--- src/hdl/mzts_pkg.sv ---
// Package with payload types, register indexes and constants for the motion zone scorer.
package mzts_pkg;

  localparam int unsigned MaxDim   = 4096;
  localparam int unsigned PosW     = 12;
  localparam int unsigned CountW   = 25;
  localparam int unsigned SumW     = 40;
  localparam int unsigned CfgDataW = 25;
  localparam int unsigned CfgIdxW  = 3;

  localparam logic [CfgIdxW-1:0] RegDiffThres = 3'd0;
  localparam logic [CfgIdxW-1:0] RegMinAlarm  = 3'd1;
  localparam logic [CfgIdxW-1:0] RegMaxAlarm  = 3'd2;
  localparam logic [CfgIdxW-1:0] RegWidth     = 3'd3;
  localparam logic [CfgIdxW-1:0] RegHeight    = 3'd4;

  typedef struct packed {
    logic [7:0]      delta;
    logic [15:0]     variance_high;
    logic            in_mask;
    logic [PosW-1:0] pos_x;
    logic [PosW-1:0] pos_y;
    logic            last_pixel;
  } pix_t;

  typedef struct packed {
    logic              over_threshold;
    logic              frame_done;
    logic              alarm;
    logic [7:0]        score;
    logic [CountW-1:0] alarm_pixels;
    logic [PosW-1:0]   box_min_x;
    logic [PosW-1:0]   box_min_y;
    logic [PosW-1:0]   box_max_x;
    logic [PosW-1:0]   box_max_y;
  } res_t;

  // Item passed from the classifier to the accumulator.
  typedef struct packed {
    logic            over;
    logic [7:0]      delta;
    logic [PosW-1:0] pos_x;
    logic [PosW-1:0] pos_y;
    logic            last_pixel;
  } cls_t;

  typedef enum logic [1:0] {
    BkIdle,
    BkDiv,
    BkSqrt,
    BkOut
  } bk_state_e;

  function automatic logic [PosW-1:0] start_min(input logic [12:0] size);
    logic [12:0] m;
    begin
      m = size - 13'd1;
      if (size == 13'd0) begin
        start_min = '0;
      end else if (m > 13'(MaxDim - 1)) begin
        start_min = PosW'(MaxDim - 1);
      end else begin
        start_min = m[PosW-1:0];
      end
    end
  endfunction

endpackage

--- src/hdl/mzts_front.sv ---
// Front end: bit-serial variance root and threshold test for each pixel.
module mzts_front import mzts_pkg::*; (
  input  logic        clk_i,
  input  logic        rst_ni,
  input  logic [15:0] diff_thres_i,
  input  logic        in_valid_i,
  output logic        in_ready_o,
  input  pix_t        in_data_i,
  output logic        q_valid_o,
  input  logic        q_ready_i,
  output cls_t        q_data_o
);

  logic        busy_q, busy_d;
  logic        done_q, done_d;
  logic [3:0]  step_q, step_d;
  logic [15:0] rem_q, rem_d;
  logic [7:0]  root_q, root_d;
  logic [17:0] acc_q, acc_d;
  pix_t        pix_q, pix_d;
  logic [17:0] trial;
  logic [17:0] rem_sh;
  logic [23:0] prod;

  // Restoring square root of the 16-bit variance, one result bit per cycle.
  always_comb begin
    busy_d = busy_q;
    done_d = done_q;
    step_d = step_q;
    rem_d  = rem_q;
    root_d = root_q;
    acc_d  = acc_q;
    pix_d  = pix_q;
    rem_sh = {acc_q[15:0], rem_q[15:14]};
    trial  = {8'd0, root_q, 2'b01};
    prod   = {8'd0, diff_thres_i} * {16'd0, root_q};
    if (!busy_q && in_valid_i) begin
      busy_d = 1'b1;
      done_d = 1'b0;
      pix_d  = in_data_i;
      rem_d  = in_data_i.variance_high;
      root_d = '0;
      acc_d  = '0;
      step_d = '0;
    end else if (busy_q && !done_q) begin
      rem_d = {rem_q[13:0], 2'b00};
      if (rem_sh >= trial) begin
        acc_d  = rem_sh - trial;
        root_d = {root_q[6:0], 1'b1};
      end else begin
        acc_d  = rem_sh;
        root_d = {root_q[6:0], 1'b0};
      end
      step_d = step_q + 4'd1;
      if (step_q == 4'd7) begin
        done_d = 1'b1;
      end
    end else if (done_q && q_ready_i) begin
      busy_d = 1'b0;
      done_d = 1'b0;
    end
  end

  always_ff @(posedge clk_i or negedge rst_ni) begin
    if (!rst_ni) begin
      busy_q <= 1'b0;
      done_q <= 1'b0;
      step_q <= '0;
    end else begin
      busy_q <= busy_d;
      done_q <= done_d;
      step_q <= step_d;
    end
  end

  always_ff @(posedge clk_i) begin
    rem_q  <= rem_d;
    root_q <= root_d;
    acc_q  <= acc_d;
    pix_q  <= pix_d;
  end

  assign in_ready_o          = !busy_q;
  assign q_valid_o           = done_q;
  assign q_data_o.over       = pix_q.in_mask && ({8'd0, pix_q.delta, 8'd0} > prod);
  assign q_data_o.delta      = pix_q.delta;
  assign q_data_o.pos_x      = pix_q.pos_x;
  assign q_data_o.pos_y      = pix_q.pos_y;
  assign q_data_o.last_pixel = pix_q.last_pixel;

endmodule

--- src/hdl/mzts_fifo.sv ---
// Two-entry queue between the classifier and the accumulator.
module mzts_fifo import mzts_pkg::*; (
  input  logic clk_i,
  input  logic rst_ni,
  input  logic wr_valid_i,
  output logic wr_ready_o,
  input  cls_t wr_data_i,
  output logic rd_valid_o,
  input  logic rd_ready_i,
  output cls_t rd_data_o
);

  cls_t       mem_q [2];
  logic       wp_q, rp_q;
  logic [1:0] cnt_q;
  logic       wr, rd;

  assign wr_ready_o = cnt_q != 2'd2;
  assign rd_valid_o = cnt_q != 2'd0;
  assign wr         = wr_valid_i && wr_ready_o;
  assign rd         = rd_valid_o && rd_ready_i;
  assign rd_data_o  = mem_q[rp_q];

  always_ff @(posedge clk_i or negedge rst_ni) begin
    if (!rst_ni) begin
      wp_q  <= 1'b0;
      rp_q  <= 1'b0;
      cnt_q <= '0;
    end else begin
      if (wr) wp_q <= !wp_q;
      if (rd) rp_q <= !rp_q;
      cnt_q <= cnt_q + {1'b0, wr} - {1'b0, rd};
    end
  end

  always_ff @(posedge clk_i) begin
    if (wr) mem_q[wp_q] <= wr_data_i;
  end

endmodule

--- src/hdl/mzts_back.sv ---
// Back end: frame accumulation, end-of-frame divide and root, result register.
module mzts_back import mzts_pkg::*; (
  input  logic                clk_i,
  input  logic                rst_ni,
  input  logic                cfg_we_i,
  input  logic [CfgIdxW-1:0]  cfg_idx_i,
  input  logic [CfgDataW-1:0] cfg_data_i,
  output logic [15:0]         diff_thres_o,
  input  logic                q_valid_i,
  output logic                q_ready_o,
  input  cls_t                q_data_i,
  output logic                out_valid_o,
  input  logic                out_ready_i,
  output res_t                out_data_o
);

  bk_state_e state_q, state_d;

  logic [15:0]       thres_q;
  logic [CountW-1:0] min_q, max_q, cnt_q;
  logic [12:0]       width_q, height_q;
  logic [SumW-1:0]   sum_q;
  logic [PosW-1:0]   lx_q, ly_q, hx_q, hy_q;

  logic [SumW-1:0]   quo_q;
  logic [CountW:0]   drem_q;
  logic [5:0]        it_q;
  logic [SumW-1:0]   srem_q;
  logic [SumW-1:0]   sres_q;
  logic [SumW-1:0]   sbit_q;

  logic              ovalid_q, ovalid_d;
  res_t              odata_q, odata_d;

  logic              take;
  logic [CountW:0]   dshift;
  logic [SumW-1:0]   sq;
  logic [SumW:0]     nsum;
  logic              sum_last;
  logic [SumW-1:0]   sroot;
  logic              alarm;
  logic              start_fin;

  assign diff_thres_o = thres_q;
  assign q_ready_o    = (state_q == BkIdle) && (!ovalid_q || out_ready_i);
  assign take         = q_valid_i && q_ready_o;
  assign start_fin    = take && q_data_i.last_pixel;
  assign sq           = SumW'(q_data_i.delta * q_data_i.delta);
  assign nsum         = {1'b0, sum_q} + {1'b0, sq};
  assign sum_last     = 1'b0;
  assign dshift       = {drem_q[CountW-1:0], quo_q[SumW-1]};
  assign sroot        = sres_q;
  assign alarm        = (min_q != '0) && (cnt_q >= min_q) && (max_q != '0) && (cnt_q <= max_q);
  assign ovalid_d     = (ovalid_q && !out_ready_i)
                      || (take && (!q_data_i.last_pixel || state_d == BkIdle))
                      || (state_q == BkOut);

  always_comb begin
    state_d = state_q;
    case (state_q)
      BkIdle: if (start_fin && (cnt_q != '0 || q_data_i.over)) state_d = BkDiv;
      BkDiv:  if (it_q == 6'(SumW - 1)) state_d = BkSqrt;
      BkSqrt: if (sbit_q == '0) state_d = BkOut;
      BkOut:  state_d = BkIdle;
      default: state_d = BkIdle;
    endcase
  end

  always_comb begin
    odata_d = odata_q;
    if (take) begin
      odata_d                = '0;
      odata_d.over_threshold = q_data_i.over;
      if (q_data_i.last_pixel) begin
        odata_d.frame_done = 1'b1;
        odata_d.box_min_x  = q_data_i.over && q_data_i.pos_x < lx_q ? q_data_i.pos_x : lx_q;
        odata_d.box_min_y  = q_data_i.over && q_data_i.pos_y < ly_q ? q_data_i.pos_y : ly_q;
        odata_d.box_max_x  = q_data_i.over && q_data_i.pos_x > hx_q ? q_data_i.pos_x : hx_q;
        odata_d.box_max_y  = q_data_i.over && q_data_i.pos_y > hy_q ? q_data_i.pos_y : hy_q;
      end
    end
    if (state_q == BkOut) begin
      odata_d.score        = (sroot > SumW'(8'hff) || sum_last) ? 8'hff : sroot[7:0];
      odata_d.alarm        = alarm;
      odata_d.alarm_pixels = cnt_q;
    end
  end

  always_ff @(posedge clk_i or negedge rst_ni) begin
    if (!rst_ni) begin
      state_q  <= BkIdle;
      thres_q  <= 16'd256;
      min_q    <= '0;
      max_q    <= '0;
      width_q  <= 13'd640;
      height_q <= 13'd480;
      cnt_q    <= '0;
      sum_q    <= '0;
      lx_q     <= start_min(13'd640);
      ly_q     <= start_min(13'd480);
      hx_q     <= '0;
      hy_q     <= '0;
      ovalid_q <= 1'b0;
      it_q     <= '0;
    end else begin
      state_q  <= state_d;
      ovalid_q <= ovalid_d;
      if (cfg_we_i) begin
        case (cfg_idx_i)
          RegDiffThres: thres_q <= cfg_data_i[15:0];
          RegMinAlarm:  min_q <= cfg_data_i;
          RegMaxAlarm:  max_q <= cfg_data_i;
          RegWidth: begin
            width_q <= cfg_data_i[12:0];
            if (cnt_q == '0) lx_q <= start_min(cfg_data_i[12:0]);
          end
          RegHeight: begin
            height_q <= cfg_data_i[12:0];
            if (cnt_q == '0) ly_q <= start_min(cfg_data_i[12:0]);
          end
          default: ;
        endcase
      end
      if (take) begin
        if (q_data_i.over) begin
          if (cnt_q != '1) cnt_q <= cnt_q + 1'b1;
          sum_q <= nsum[SumW] ? '1 : nsum[SumW-1:0];
          if (q_data_i.pos_x < lx_q) lx_q <= q_data_i.pos_x;
          if (q_data_i.pos_y < ly_q) ly_q <= q_data_i.pos_y;
          if (q_data_i.pos_x > hx_q) hx_q <= q_data_i.pos_x;
          if (q_data_i.pos_y > hy_q) hy_q <= q_data_i.pos_y;
        end
      end
      if (state_q == BkIdle && state_d == BkDiv) it_q <= '0;
      if (state_q == BkDiv) it_q <= it_q + 6'd1;
      if (state_q == BkOut || (start_fin && state_d == BkIdle)) begin
        cnt_q <= '0;
        sum_q <= '0;
        lx_q  <= start_min(width_q);
        ly_q  <= start_min(height_q);
        hx_q  <= '0;
        hy_q  <= '0;
      end
    end
  end

  always_ff @(posedge clk_i) begin
    odata_q <= odata_d;
    if (state_q == BkIdle && state_d == BkDiv) begin
      quo_q  <= nsum[SumW] ? '1 : (q_data_i.over ? nsum[SumW-1:0] : sum_q);
      drem_q <= '0;
    end
    if (state_q == BkDiv) begin
      if (dshift >= {1'b0, cnt_q}) begin
        drem_q <= dshift - {1'b0, cnt_q};
        quo_q  <= {quo_q[SumW-2:0], 1'b1};
      end else begin
        drem_q <= dshift;
        quo_q  <= {quo_q[SumW-2:0], 1'b0};
      end
      if (it_q == 6'(SumW - 1)) begin
        sres_q <= '0;
        sbit_q <= SumW'(1) << (SumW - 2);
      end
    end
    if (state_q == BkDiv && it_q == 6'(SumW - 1)) begin
      srem_q <= (dshift >= {1'b0, cnt_q}) ? {quo_q[SumW-2:0], 1'b1} : {quo_q[SumW-2:0], 1'b0};
    end
    if (state_q == BkSqrt && sbit_q != '0) begin
      if (srem_q >= sres_q + sbit_q) begin
        srem_q <= srem_q - (sres_q + sbit_q);
        sres_q <= (sres_q >> 1) + sbit_q;
      end else begin
        sres_q <= sres_q >> 1;
      end
      sbit_q <= sbit_q >> 2;
    end
  end

  assign out_valid_o = ovalid_q;
  assign out_data_o  = odata_q;

endmodule

--- src/hdl/motion_zone_threshold_score.sv ---
// Top level of the motion zone threshold scorer.
// The front end takes no new pixel until its eight-step variance root result is taken.
// A frame with hits has its last pixel run a 40-step divider and 20-step root before output.
// Reset is asynchronous, active low; registers take their defaults and the frame state clears.
module motion_zone_threshold_score import mzts_pkg::*; (
  input  logic                clk_i,
  input  logic                rst_ni,
  input  logic                cfg_we_i,
  input  logic [CfgIdxW-1:0]  cfg_idx_i,
  input  logic [CfgDataW-1:0] cfg_data_i,
  input  logic                in_valid_i,
  output logic                in_ready_o,
  input  pix_t                in_data_i,
  output logic                out_valid_o,
  input  logic                out_ready_i,
  output res_t                out_data_o
);

  logic        fq_valid, fq_ready, bq_valid, bq_ready;
  cls_t        fq_data, bq_data;
  logic [15:0] thres;

  mzts_front u_front (
    .clk_i, .rst_ni,
    .diff_thres_i(thres),
    .in_valid_i, .in_ready_o, .in_data_i,
    .q_valid_o(fq_valid), .q_ready_i(fq_ready), .q_data_o(fq_data)
  );

  mzts_fifo u_fifo (
    .clk_i, .rst_ni,
    .wr_valid_i(fq_valid), .wr_ready_o(fq_ready), .wr_data_i(fq_data),
    .rd_valid_o(bq_valid), .rd_ready_i(bq_ready), .rd_data_o(bq_data)
  );

  mzts_back u_back (
    .clk_i, .rst_ni,
    .cfg_we_i, .cfg_idx_i, .cfg_data_i,
    .diff_thres_o(thres),
    .q_valid_i(bq_valid), .q_ready_o(bq_ready), .q_data_i(bq_data),
    .out_valid_o, .out_ready_i, .out_data_o
  );

`ifndef SYNTHESIS
  a_done_needs_flag: assert property (@(posedge clk_i) disable iff (!rst_ni)
    out_valid_o && !out_data_o.frame_done |-> out_data_o.alarm_pixels == '0)
    else $error("summary field set on a non-final beat");
  a_alarm_has_count: assert property (@(posedge clk_i) disable iff (!rst_ni)
    out_valid_o && out_data_o.alarm |-> out_data_o.alarm_pixels != '0)
    else $error("alarm raised with zero count");
`endif

endmodule

--- config.mk ---
export PLATFORM = sky130hd
export DESIGN_NAME = motion_zone_threshold_score
export DESIGN_NICKNAME = d
export VERILOG_FILES = /design/src/hdl/mzts_pkg.sv /design/src/hdl/mzts_front.sv /design/src/hdl/mzts_fifo.sv /design/src/hdl/mzts_back.sv /design/src/hdl/motion_zone_threshold_score.sv
export SDC_FILE = /design/constraint.sdc
export NUM_CORES = 2
export LEC_CHECK = 0
export BUFFER_PORTS_ARGS = -buffer_cell sky130_fd_sc_hd__buf_2
export CAP_MARGIN = 20
export CORE_ASPECT_RATIO = 1.2
export CORE_MARGIN = 2
export CORE_UTILIZATION = 40
export CTS_BUF_LIST = sky130_fd_sc_hd__clkbuf_8 sky130_fd_sc_hd__clkbuf_16
export CTS_CLUSTER_SIZE = 16
export DETAILED_ROUTE_END_ITERATION = 8
export PLACE_DENSITY = 0.57
export SYNTH_ARGS = -nofsm -noshare
export SYNTH_HDL_FRONTEND = slang
export SYNTH_SLANG_ARGS = --single-unit
--- constraint.sdc ---
create_clock -name clk_i -period 5.6 [get_ports clk_i]
set_input_delay 1.4 -clock clk_i [delete_from_list [all_inputs] [get_ports clk_i]]
set_output_delay 1.4 -clock clk_i [all_outputs]
set_load 0.02 [all_outputs]
==> qor.csv <==
metric,value,unit
number of global-route vias before repair,33064,
Initial Utilization,40.3,%
fin. max-slew vios,0,
Synth Flop Type,edfxtp_1,
#FFs+latches synth,615,
Final Util,46.8,%
grt ovf,0,
Clock Power Share,21.7,%
DRT antenna net count,0,
post-synthesis async set-or-reset flop share,36.4,%
placed insts,5967,
first-pass GRT wire length,183000,um
upper clock frequency limit,0.179,GHz
setup ws final,0.00639,ns
clock sinks,615,
"setup slack, reg-to-reg",0.006,ns
crit path launch type,register,
Reg2Reg Depth,23,
I/O Pins,169,
sequential power share,24.0,%
Critical Path End Type,register,
post-DP HPWL,86700,um
Post-DP Area,45400,um^2
Synth-to-Final Area Change,16.1,%
Synth Warn #,0,
clock skew,0.0484,ns
R2R Path End,u_fifo.mem_q[0][33],
"Seq/Total Area, Yosys",39.8,%
Clock Path Buffers,3,
total of max-cap violations,0,
Worst VDD drop,0.800,mV
initial antenna violation count,2,
Min-Delay Path Depth,0,
Avg Synthesized Cell Area,9.51,um^2
layout cells sized above 1,15.9,%
Rows,130,
vias,32802,
Tcrit/Tclk final,99.9,%
P_sw,9130,uW
Worst-path clk slew,0.06,ns
hold crit path type,register to register,
combinational share of power,54.3,%
CTS root buffer,clkbuf_16,
Hold EP,u_fifo.mem_q[0][7],
final instance area,48800,um^2
Post-Syn Instances,4425,
pin count of the biggest net entering global routing,110,
"Hold Vio Cnt, Final",0,
GRT Util Overall,21.4,%
DR DRC count,0,
Reg2Reg Launch Point,u_back.diff_thres_o[4],
core box area,104000,um^2
die width,300,um
Final Net Count,5208,
Routed WL,116000,um
Hold Buf Count CTS,0,
drt first pass iters,5,
Worst Hold Launch,u_front.q_data_o[7],
Max-slew headroom,30.4,%
Max Fanout on Critical Path,5,
status,finished clean,
minimum clock period,5.59,ns
Pwr Density,478,nW/um^2
1st-iter DRT viols,1982,
Die Ht,359,um
H-tree depth,3,
unrepaired setup endpoints after global routing,yes,
Int Power,14200,uW
fin cells,6132,
Worst EP required,6.00,ns
number of port buffers,168,
Net Sw Frac,39.1,%
Post-synth EDFFs,326,
Crit path arrival time,6.00,ns
Place WS,-0.252,ns
Leakage,0.0205,uW
die area,108000,um^2
CTS tree,yes,
"Distinct cells, synth",89,
vias per inst,5.35,
kind of critical path,register to register,
syn nets,4950,
Worst Tran Pin Value,1.04,ns
routed length per instance,18.9,um
CTS buffer count,73,
final setup vio count,0,
cell area after synthesis,42100,um^2
clk_lat worst skew,0.70,ns
Final GP Congestion,0.899,
[repair_timing]
action / 4_1_cts / 5_1_grt
setup endpoints to repair: 44 / 153
endpoints found under the hold margin: 0 / 0
setup buffers: 13 / 12
pin swaps: 34 / 78
gates resized for setup: 40 / 117
[layer usage]
metal / vias up / part of all wire (%) / global-route usage (%)
li1: 16130 / - / -
met1: 15889 / 43 / 26.6
met2: 612 / 50 / 37.5
met3: 169 / 4.0 / 3.25
met4: 2 / 2.9 / 7.29
met5: - / 0.011 / 0
[synthesized netlist by cell type (10+ instances only)]
library cell | number | area share, %
nor2_1 | 431 | 3.8
nand2_1 | 389 | 3.5
inv_1 | 372 | 3.3
edfxtp_1 | 326 | 23
ha_1 | 316 | 9.4
a21oi_1 | 293 | 3.5
o21ai_0 | 232 | 2.8
dfrtp_1 | 201 | 12
and2_1 | 150 | 2.2
clkbuf_1 | 140 | 1.2
xnor2_1 | 127 | 2.6
fa_1 | 126 | 6.0
xor2_1 | 101 | 2.1
a21o_1 | 96 | 1.7
mux2i_1 | 93 | 2.2
a211oi_1 | 89 | 1.6
a31oi_1 | 74 | 1.1
dfxtp_1 | 65 | 3.1
nand4_1 | 63 | 0.94
nor3_1 | 63 | 0.75
mux2_2 | 62 | 1.7
nand3_1 | 55 | 0.65
nor2b_1 | 46 | 0.68
o21ai_1 | 46 | 0.55
nor4_1 | 42 | 0.62
nand2b_1 | 34 | 0.51
o21a_1 | 29 | 0.52
dfstp_2 | 23 | 1.4
or3_1 | 23 | 0.34
and3_1 | 22 | 0.33
buf_2 | 22 | 0.26
o22ai_1 | 18 | 0.27
a311oi_1 | 16 | 0.33
or2_2 | 16 | 0.24
buf_1 | 14 | 0.12
and4_1 | 13 | 0.27
o21bai_1 | 13 | 0.23
o211ai_1 | 12 | 0.21
o31ai_1 | 12 | 0.21
a31o_2 | 10 | 0.21
[kinds of logic after synthesis]
group,share of synthesized area (%)
and+or+nand+nor,15.7
DFF,39.8
buffers and inverters,5.14
adders and majority gates,15.5
xor gates and xnor gates,4.75
muxes,3.87
AOI/OAI and AO/OA,15.3
[critical path: stages (launching register included)]
cell and delay [ns]:
dfrtp_2 0.45, buf_6 0.13, and2_1 0.16, fa_2 0.55
fa_2 0.44, fa_1 0.51, inv_1 0.05, fa_2 0.52
inv_2 0.04, ha_4 0.24, o31a_1 0.28, a31oi_4 0.22
nor2b_4 0.06, buf_4 0.12, buf_4 0.12, buf_4 0.12
o21ai_1 0.15, ha_1 0.16, nand4b_1 0.13, a2111oi_2 0.29
nand4_1 0.16, nand4_1 0.12, nor3_1 0.05, and4b_2 0.26
[cell usage in the layout (no fill, tap or decap), types with 63 or more instances in the layout]
cell type  instances
mux2i_1           85
o21ai_0          228
xnor2_1          126
clkbuf_16         77
fa_1             115
buf_2            167
dfrtp_1          198
nor2_1           414
edfxtp_1         326
and2_1           141
nand4_1           63
a211oi_1          84
buf_4            173
xor2_1            97
a31oi_1           71
nand2_1          380
inv_1            371
ha_1             305
a21oi_1          283
a21o_1            96
[sequential cells by signal, summed over array words and instances (netlist names), 13 cells and up]
name and cells:
u_back.height_q 13, u_back.srem_q 40, u_back.sres_q 40, u_back.max_q 25
u_front.rem_q 16, u_back.diff_thres_o 16, u_back.quo_q 40, u_back.cnt_q 25
u_back.width_q 13, u_front.q_data_o 33, u_back.min_q 25, u_back.sbit_q 20
u_back.out_data_o 84, u_back.drem_q 25, u_back.sum_q 40, u_front.acc_q 16
u_fifo.mem_q 68
[how the worst max path moves through the flow]
stage,slack [ns],from,cells past startpoint,endpoint
floorplan,0.003,u_front.root_q[6],26,u_fifo.mem_q[0][33]
global placement,-0.16,u_back.diff_thres_o[3],25,u_fifo.mem_q[1][33]
detailed placement,-0.25,u_front.root_q[4],25,u_fifo.mem_q[0][33]
CTS,0.007,u_back.diff_thres_o[2],25,u_fifo.mem_q[1][33]
global route,-0.24,u_back.diff_thres_o[3],25,u_fifo.mem_q[0][33]
finish,0.006,u_back.diff_thres_o[4],23,u_fifo.mem_q[0][33]
[final cells by class]
cell class | instances | area [um^2]
flip-flops and latches | 615 | 16700
multi-input cells | 3251 | 23900
repair buffers | 367 | 2490
well taps | 1386 | 1730
clock buffers | 82 | 2000
fillers | 10014 | 55600
clock inverters | 54 | 593
diodes | 2 | 5.00
inverters | 375 | 1410
[metrics by stage]
stage / hold slack [ns] / total power, uW / setup TNS [ns]
finish: 0.437 / 23400 / 0
CTS: 0.438 / 22800 / 0
floorplan: 0.421 / 13200 / 0
global placement: 0.424 / 16800 / -0.330
global route: 0.457 / 25300 / -0.786
detailed placement: 0.431 / 16800 / -1.44
[power by group through the flow]
| stage | registers, uW | logic [uW] | clock network, uW |
|---|---|---|---|
| global placement | 5670 | 11100 | 0 |
| finish | 5600 | 12700 | 5070 |
| global route | 5650 | 14300 | 5370 |
| detailed placement | 5680 | 11200 | 0 |
| floorplan | 5580 | 7650 | 0 |
| CTS | 5600 | 12000 | 5210 |
No activity file was read; power rests on OpenSTA's default activity.
